<file path="src/hls_pkg.sv">
// Package for the header line splitter: result kinds, status codes,
// line characters, phase encoding and the result record type. No dependencies.
package hls_pkg;

   localparam logic [1:0] KIND_NAME   = 2'd0;
   localparam logic [1:0] KIND_VALUE  = 2'd1;
   localparam logic [1:0] KIND_STATUS = 2'd2;

   localparam logic [1:0] STATUS_OK       = 2'd0;
   localparam logic [1:0] STATUS_BLANK    = 2'd1;
   localparam logic [1:0] STATUS_NO_COLON = 2'd2;

   localparam logic [7:0] CH_NUL   = 8'h00;
   localparam logic [7:0] CH_COLON = 8'h3A;
   localparam logic [7:0] CH_SPACE = 8'h20;
   localparam logic [7:0] CH_LF    = 8'h0A;
   localparam logic [7:0] CH_CR    = 8'h0D;

   localparam int QUEUE_DEPTH = 4;
   localparam int QPTR_W      = $clog2(QUEUE_DEPTH);
   localparam int QCNT_W      = $clog2(QUEUE_DEPTH + 1);

   typedef enum logic [3:0] {
      PH_NAME  = 4'b0001,
      PH_SKIP  = 4'b0010,
      PH_VALUE = 4'b0100,
      PH_DONE  = 4'b1000
   } phase_type;

   typedef struct packed {
      logic [1:0] kind;
      logic [7:0] out_byte;
      logic [1:0] status;
   } result_type;

endpackage

</file>
<file path="src/header_line_splitter.sv">
// Header line splitter top level: per-byte parse state and a small result queue.
// Depends on hls_pkg.
//
//  channel | direction | ports                                   | transfer
//  req     | in        | req_ch                                  | req_valid & req_ready
//  rsp     | out       | rsp_kind, rsp_out_byte, rsp_status      | rsp_valid & rsp_ready
//
// One byte is parsed in the cycle it transfers; its zero, one or two results enter a
// four-entry queue and leave one per cycle from the queue head while rsp_ready is high.
// req_ready is high while the queue has room for two results, so a byte a cycle is
// taken whenever the consumer keeps pace; lines with two results per byte drain at
// one result a cycle. Synchronous reset clears the parse state and empties the queue.
module header_line_splitter
   import hls_pkg::*;
#(
   parameter int NAME_MAX  = 63,
   parameter int VALUE_MAX = 127
) (
   input  logic       clock,
   input  logic       reset,
   input  logic       req_valid,
   output logic       req_ready,
   input  logic [7:0] req_ch,
   output logic       rsp_valid,
   input  logic       rsp_ready,
   output logic [1:0] rsp_kind,
   output logic [7:0] rsp_out_byte,
   output logic [1:0] rsp_status
);

   localparam int NC_W = $clog2(NAME_MAX + 1);
   localparam int VC_W = $clog2(VALUE_MAX + 1);

   phase_type         phase_ff, phase_in;
   logic [NC_W-1:0]   name_count_ff, name_count_in;
   logic [VC_W-1:0]   value_count_ff, value_count_in;
   logic              pending_cr_ff, pending_cr_in;
   logic              seen_byte_ff, seen_byte_in;

   result_type        queue_ff [QUEUE_DEPTH];
   logic [QPTR_W-1:0] wr_ptr_ff, rd_ptr_ff;
   logic [QCNT_W-1:0] count_ff, count_in;

   logic              take, pop;
   logic [1:0]        n_res;
   result_type        res0, res1;

   assign req_ready = count_ff <= QCNT_W'(QUEUE_DEPTH - 2);
   assign take      = req_valid & req_ready;
   assign rsp_valid = count_ff != '0;
   assign pop       = rsp_valid & rsp_ready;

   assign rsp_kind     = queue_ff[rd_ptr_ff].kind;
   assign rsp_out_byte = queue_ff[rd_ptr_ff].out_byte;
   assign rsp_status   = queue_ff[rd_ptr_ff].status;

   always_comb begin
      logic [VC_W-1:0] vc;
      logic            stop;
      logic [1:0]      st;
      result_type      cand;
      phase_in       = phase_ff;
      name_count_in  = name_count_ff;
      value_count_in = value_count_ff;
      pending_cr_in  = pending_cr_ff;
      seen_byte_in   = seen_byte_ff;
      n_res          = 2'd0;
      res0           = '0;
      res1           = '0;
      vc             = value_count_ff;
      stop           = 1'b0;
      st             = STATUS_OK;
      cand           = '0;
      if (take) begin
         if (req_ch == CH_NUL) begin
            if (!seen_byte_ff) begin
               st = STATUS_BLANK;
            end else if (phase_ff == PH_NAME) begin
               st = STATUS_NO_COLON;
            end
            cand = '{kind: KIND_STATUS, out_byte: 8'h00, status: st};
            if (pending_cr_ff && (value_count_ff < VC_W'(VALUE_MAX))) begin
               res0  = '{kind: KIND_VALUE, out_byte: CH_CR, status: STATUS_OK};
               res1  = cand;
               n_res = 2'd2;
            end else begin
               res0  = cand;
               n_res = 2'd1;
            end
            phase_in       = PH_NAME;
            name_count_in  = '0;
            value_count_in = '0;
            pending_cr_in  = 1'b0;
            seen_byte_in   = 1'b0;
         end else begin
            seen_byte_in = 1'b1;
            case (phase_ff)
               PH_NAME: begin
                  if (req_ch == CH_COLON) begin
                     phase_in = PH_SKIP;
                  end else if (name_count_ff < NC_W'(NAME_MAX)) begin
                     name_count_in = name_count_ff + NC_W'(1);
                     res0  = '{kind: KIND_NAME, out_byte: req_ch, status: STATUS_OK};
                     n_res = 2'd1;
                  end
               end
               PH_SKIP, PH_VALUE: begin
                  if (!((phase_ff == PH_SKIP) && (req_ch == CH_SPACE))) begin
                     phase_in = PH_VALUE;
                     if (pending_cr_ff) begin
                        pending_cr_in = 1'b0;
                        if (req_ch == CH_LF) begin
                           phase_in = PH_DONE;
                           stop     = 1'b1;
                        end else if (vc < VC_W'(VALUE_MAX)) begin
                           vc    = vc + VC_W'(1);
                           res0  = '{kind: KIND_VALUE, out_byte: CH_CR, status: STATUS_OK};
                           n_res = 2'd1;
                        end
                     end
                     if (!stop) begin
                        if (req_ch == CH_LF) begin
                           phase_in = PH_DONE;
                        end else if (req_ch == CH_CR) begin
                           pending_cr_in = 1'b1;
                        end else if (vc < VC_W'(VALUE_MAX)) begin
                           vc   = vc + VC_W'(1);
                           cand = '{kind: KIND_VALUE, out_byte: req_ch, status: STATUS_OK};
                           if (n_res == 2'd0) begin
                              res0  = cand;
                              n_res = 2'd1;
                           end else begin
                              res1  = cand;
                              n_res = 2'd2;
                           end
                        end
                     end
                     value_count_in = vc;
                  end
               end
               PH_DONE: begin
               end
               default: begin
                  phase_in = PH_NAME;
               end
            endcase
         end
      end
      count_in = count_ff + QCNT_W'(n_res) - QCNT_W'(pop);
   end

   always_ff @(posedge clock) begin
      if (reset) begin
         phase_ff       <= PH_NAME;
         name_count_ff  <= '0;
         value_count_ff <= '0;
         pending_cr_ff  <= 1'b0;
         seen_byte_ff   <= 1'b0;
         wr_ptr_ff      <= '0;
         rd_ptr_ff      <= '0;
         count_ff       <= '0;
      end else begin
         phase_ff       <= phase_in;
         name_count_ff  <= name_count_in;
         value_count_ff <= value_count_in;
         pending_cr_ff  <= pending_cr_in;
         seen_byte_ff   <= seen_byte_in;
         wr_ptr_ff      <= wr_ptr_ff + QPTR_W'(n_res);
         rd_ptr_ff      <= rd_ptr_ff + QPTR_W'(pop);
         count_ff       <= count_in;
      end
   end

   always_ff @(posedge clock) begin
      if (n_res != 2'd0) begin
         queue_ff[wr_ptr_ff] <= res0;
      end
      if (n_res == 2'd2) begin
         queue_ff[wr_ptr_ff + QPTR_W'(1)] <= res1;
      end
   end

endmodule

</file>
<file path="config.mk">
export PLATFORM = sky130hd
export DESIGN_NAME = header_line_splitter
export DESIGN_NICKNAME = d
export VERILOG_FILES = /design/src/hls_pkg.sv /design/src/header_line_splitter.sv
export SDC_FILE = /design/constraint.sdc
export NUM_CORES = 1
export LEC_CHECK = 0
export BUFFER_PORTS_ARGS = -buffer_cell sky130_fd_sc_hd__buf_2
export CORE_MARGIN = 5
export CORE_UTILIZATION = 60
export CTS_CLUSTER_SIZE = 12
export DETAILED_ROUTE_END_ITERATION = 8
export PLACE_DENSITY = 0.8
export SYNTH_ARGS = -nofsm -noshare
export SYNTH_HDL_FRONTEND = slang
export SYNTH_SLANG_ARGS = --single-unit
</file>
<file path="constraint.sdc">
create_clock -name clock -period 4.55 [get_ports clock]
set_input_delay 0.455 -clock clock [delete_from_list [all_inputs] [get_ports clock]]
set_output_delay 0.455 -clock clock [all_outputs]
set_load 0.01 [all_outputs]
</file>
== Yosys cells after proc, flatten, opt, wreduce, memory -nomap -nowiden ==
Memories as Yosys holds them, arrays and structs flattened. A register that Yosys moved wholly into a read port is not among the register bits.
Cells that the tools add are included.
Storage, ports and cells
  flip-flop bits (word level): 26
  RAM bits: 48
  input bits: 12
  memories: 1
Operators by class
  add/subtract/negate cells: 8
  magnitude comparators: 4
  equality and inequality tests: 14
  multiplexer cells: 90
  bitwise logic cells: 2
  reduce and logical (&&, ||, !) cells: 13
Memories
  queue_ff: words 4, bits a word 12, read ports 1, clocked after memory_dff 1, wr ports 2, line header_line_splitter.sv:40  | result_type queue_ff [QUEUE_DEPTH];
Operator list (count)
  two-way mux 12 bit: 12
  two-way mux 11 bit: 10
  two-way mux 7 bit: 14
  two-way mux 2 bit: 16
  two-way mux 4 bit: 7
  two-way mux 6 bit: 4
  one-hot mux 12 bit (2 select lines): 1
  two-way mux 1 bit: 22
  two-way mux 10 bit: 2
  equality test 8 x 4 -> 1 bit, second input constant: 2
  equality test 8 x 6 -> 1 bit, second input constant: 2
  adder 7 x 1 -> 7 bit, second input constant: 2
  less-than comparator 7 bit, second input constant: 2
  one-hot mux 4 bit (3 select lines): 1
  zero test 8 bit: 1
  AND reduction 4 bit: 2
  nonzero test 2 bit: 4
  adder 6 x 1 -> 6 bit, second input constant: 1
  less-than comparator 6 bit, second input constant: 1
  != test 2 bit, second input constant: 3
  equality test 4 x 1 -> 1 bit, second input constant: 1
  equality test 4 x 2 -> 1 bit, second input constant: 1
  equality test 4 x 3 -> 1 bit, second input constant: 1
  equality test 4 bit, second input constant: 1
  other kinds (16): 18

== Logic depth before layout (Yosys ltp) ==
  word-level depth: 21
  depth in mapped cells: 19

== Least setup slack after synthesis ==
OpenSTA, ideal clock, no wires.
  path type: input port to flip-flop
  from: input req_ch[3]
  to: register count_ff[2]
  library setup time: 128 ps
  data arrival time: 3697 ps
  required time: 4422 ps
  setup slack: 725 ps
  cell stages on the path: 18
  buffers on the path: 1
  cells stage by stage: clkbuf_1 -> and4bb_1 -> a21o_2 -> nor4_1 -> a211oi_1 -> nor2_2 -> nand2_2 -> ha_1 -> mux2i_1 -> nor4_4 -> nor2_2 -> ha_1 -> inv_1 -> ha_1 -> fa_1 -> xor2_1 -> xnor2_1 -> nor2_1
Between the ends
  word-level cells in the longest chain between the ends: 19
  elaborated cells between the ends (all ways): 38
RTL lines
  from (decl): line header_line_splitter.sv:23  | input logic [7:0] req_ch,
  parallel branches: the longest is 15 deep, another holds less-than comparator 7 bit
  two-way mux 2 bit (*): line header_line_splitter.sv:75  | if (req_ch == CH_NUL) begin
  two-way mux 2 bit (*): line header_line_splitter.sv:74  | if (take) begin
  adder 3 x 2 -> 3 bit (*): line header_line_splitter.sv:149  | count_in = count_ff + QCNT_W'(n_res) - QCNT_W'(pop);
  subtractor 3 x 1 -> 3 bit (*): line header_line_splitter.sv:149
  to (signal assigned): line header_line_splitter.sv:170  | count_ff <= count_in;
  to (decl): line header_line_splitter.sv:42  | logic [QCNT_W-1:0] count_ff, count_in;
Every way passes the cells marked *. The select of a mux whose other input is x is not followed.
A chain may end at the register's enable or synchronous reset.

== Final worst setup path ==
  from: register value_count_ff[1]
  to: register count_ff[2]
Between the ends
  word-level cells in the longest chain between the ends: 20
  elaborated cells between the ends (all ways): 31
RTL lines
  from (decl): line header_line_splitter.sv:36  | logic [VC_W-1:0] value_count_ff, value_count_in;
  from (signal assigned): line header_line_splitter.sv:165  | value_count_ff <= value_count_in;
  parallel branches: the longest is 16 deep, another holds adder 7 x 1 -> 7 bit
  two-way mux 2 bit (*): line header_line_splitter.sv:75
  two-way mux 2 bit (*): line header_line_splitter.sv:74
  adder 3 x 2 -> 3 bit (*): line header_line_splitter.sv:149
  subtractor 3 x 1 -> 3 bit (*): line header_line_splitter.sv:149
Marks and branches as above.

==> results_dict.tcl <==
set metrics [dict create \
    worstHoldPathType "input pin to flip-flop" \
    drc 0 \
    ys_seq_area_share_pct 44.4 \
    min_period_ns 3.99 \
    synth_edf_count 48 \
    synth_area_um2 4420 \
    dieHeight_um 95.8 \
    gp_congestion 0.947 \
    routed_wl_um 10300 \
    synth_seq_cells 74 \
    worstSetupStartpointType "flip-flop" \
    seqCellArea_um2 1960 \
    synthAdderAreaFrac_pct 3.28 \
    cts-hold-fix-buffers 0 \
    fin_area_um2 4870 \
    cp_max_fo 9 \
    yosys.area_share.simple_pct 24.9 \
    finalHoldViolations 0 \
    layout_setup_ws_ns 0.557 \
    areaGrowthSynthToFinish_pct 10.1 \
    chipWidth_um 95.8 \
    setup_tns_ns 0 \
    fill_cells 601 \
    cts-root-buf "clkbuf_8" \
    grt_usage_pct 24.5 \
    leakage_nw 1.74 \
    crit_family "adder cells" \
    via_per_inst 6.30 \
    ys_top_cells_by_count "edfxtp_1, nand2_1, nor2_1, a21oi_1, dfxtp_1" \
    worstPathArrival_ns 4.22 \
    synthMuxAreaShare_pct 9.63 \
    required_ns 4.78 \
    synth-compound-area-share_pct 12.4 \
    critPathMaxStageDelay_ns 0.45 \
    cp_num_buf_inv 1 \
    gr-total-overflow 0 \
    finish.net_count 490 \
    syn_area_per_cell_um2 10.1 \
    r2r-end "count_ff[2]" \
    cp-endpoint "count_ff[2]" \
    cts.sinks 74 \
    yosys.area.top_type "edfxtp_1" \
    cts_tree "done" \
    grt_pass1_vias 3457 \
    period_share_pct 87.8 \
    syn_inst 437 \
    critPathMostFrequentCell "ha_1" \
    post_cts_buffers 0 \
    status "finished clean" \
    htreeDepth 3 \
    drv_cap 0 \
    antenna_found_initial 0 \
    grt_pass1_wl_um 17000 \
    rsz0062_at_grt "no" \
    tightestPinTransition_ns 0.858 \
    dieArea_um2 9180 \
    reg2reg_depth 17 \
    endpoint_kind "flip-flop" \
    numCtsBuffers 9 \
    cp_slowest_cell "dfxtp_1" \
    num_rows 31 \
    ff2ff_setup_slack_ns 0.56 \
    ys.flop_type "edfxtp_1" \
    drt_iter0_drc 312 \
    dpl_cell_area_um2 4680 \
    clockBufferDepth 2 \
    cp.depth 17 \
    clk_pin_slew_ns 0.08 \
    synth.most_common_cell "edfxtp_1" \
    coreArea_um2 7210 \
    yosysWarnings 0 \
    dr.pass1.iters 5 \
    hold_ws_ns 0.485 \
    clock_skew_ns 0.00898 \
    synth_top_area_share_pct 32.6 \
    cts_resized 0 \
    clk-insertion-delay-late_ns 0.36 \
    fmax_mhz 250 \
    ys_top_cells_by_area "edfxtp_1, dfxtp_1, mux4_2, nand2_1, nor2_1" \
    drive_above_1_share_pct 19.3 \
    path_class "flip-flop to flip-flop" \
    ir_worst_vdd_uv 188 \
    synth.distinct_cells 65 \
    final_util_pct 67.4 \
    slew_violations 0 \
    cp_cell_sequence "ha_1, nand2_1, nor4_1, a211oi_1, nor2_2, nand2_2, ha_1, mux2i_1, nor4_4, nor2_2, ha_1, inv_1, ha_1, fa_1, xor2_1, xnor2_1, nor2_1" \
    dp_hpwl_um 7760 \
    io_pins 26 \
    p_per_area_nw_per_um2 394 \
    avgRoutedWirePerCell_um 18.0 \
    grt_max_degree 25 \
    synth-xor-area-share_pct 2.38 \
    drtAntennaViolNets 0 \
    setup_viol 0 \
    startpoint "value_count_ff[1]" \
    async_reset_ff_share_pct 0 \
    diodes 0 \
    vias 3597 \
    synth_top_family_by_area "simple AND/OR/NAND/NOR gates" \
    place_ws_ns 0.372 \
    start_util_pct 61.3 \
    r2r-start "value_count_ff[1]" \
    synth_nets 460 \
    io_buffers 25 \
    maxSlewHeadroom_pct 42.4 \
    multi_input_area_um2 2320 \
]
==> area by class of cell <==
| type | instances | area share (%) |
|---|---|---|
| Clock buffer | 10 | 2.83 |
| Clock inverter | 6 | 1.03 |
| Inverter | 14 | 1.08 |
| Multi-Input combinational cell | 331 | 47.8 |
| Sequential cell | 74 | 40.3 |
| Tap cell | 99 | 2.55 |
| Timing Repair Buffer | 37 | 4.42 |
==> layout by cell type (no fill, tap or decap), types with 12 or more instances in the layout <==
master	instances
nor3_1	13
o21ai_0	12
mux4_2	12
a21oi_1	29
edfxtp_1	48
buf_4	12
mux2i_1	14
buf_2	25
nor2_1	40
nand2_1	45
nor2b_1	16
nand3_1	18
dfxtp_1	26
==> cells by family (layout without fill, tap and decap cells) <==
family                   Yosys count  after routing
AND/OR/NAND/NOR                  197            197
AO/OA/AOI/OAI                     84             84
flip-flops                        74             74
buffers and inverters             32             67
multiplexers                      27             27
XOR/XNOR                          12             12
adder cells (fa/ha/maj)           11             11
==> metrics by stage <==
step / power (mW) / instances
floorplan: 1.28 / 437
global placement: 1.44 / 555
detailed placement: 1.47 / 555
CTS: 1.93 / 571
global route: 2.03 / 571
finish: 1.92 / 571
==> flip-flops by register name (all words and copies together) (netlist names) <==
register,flops
rd_ptr_ff,2
name_count_ff,6
phase_ff,4
queue_ff,48
wr_ptr_ff,2
seen_byte_ff,1
count_ff,3
pending_cr_ff,1
value_count_ff,7
==> routing by layer <==
| metal | part of all wire, % | global-route usage (%) | vias to the layer above | routed length [µm] |
|---|---|---|---|---|
| met4 | 3.1 | 9.83 | 0 | 323 |
| met5 | 0 | 0 | - | 0 |
| met1 | 39 | 29.3 | 1724 | 4010 |
| li1 | - | - | 1695 | - |
| met3 | 6.8 | 5.63 | 34 | 696 |
| met2 | 51 | 42.4 | 144 | 5220 |
==> power by group <==
part / switching [mW] / leakage, nW / internal, mW
logic: 0.288 / 0.982 / 0.246
clock network: 0.253 / 0.0891 / 0.217
registers: 0.0750 / 0.670 / 0.837
==> worst min path at each step <==
stage                           from          endpoint  depth (start not counted)
floorplan           name_count_ff[0]  name_count_ff[0]                          1
detailed placement  name_count_ff[1]  name_count_ff[1]                          2
global route               req_ch[7]    queue_ff[3][9]                          2
CTS                        req_ch[1]    queue_ff[1][3]                          2
finish                     req_ch[1]    queue_ff[1][3]                          2
global placement    name_count_ff[1]  name_count_ff[1]                          2
(Power assumes the default switching activity.)
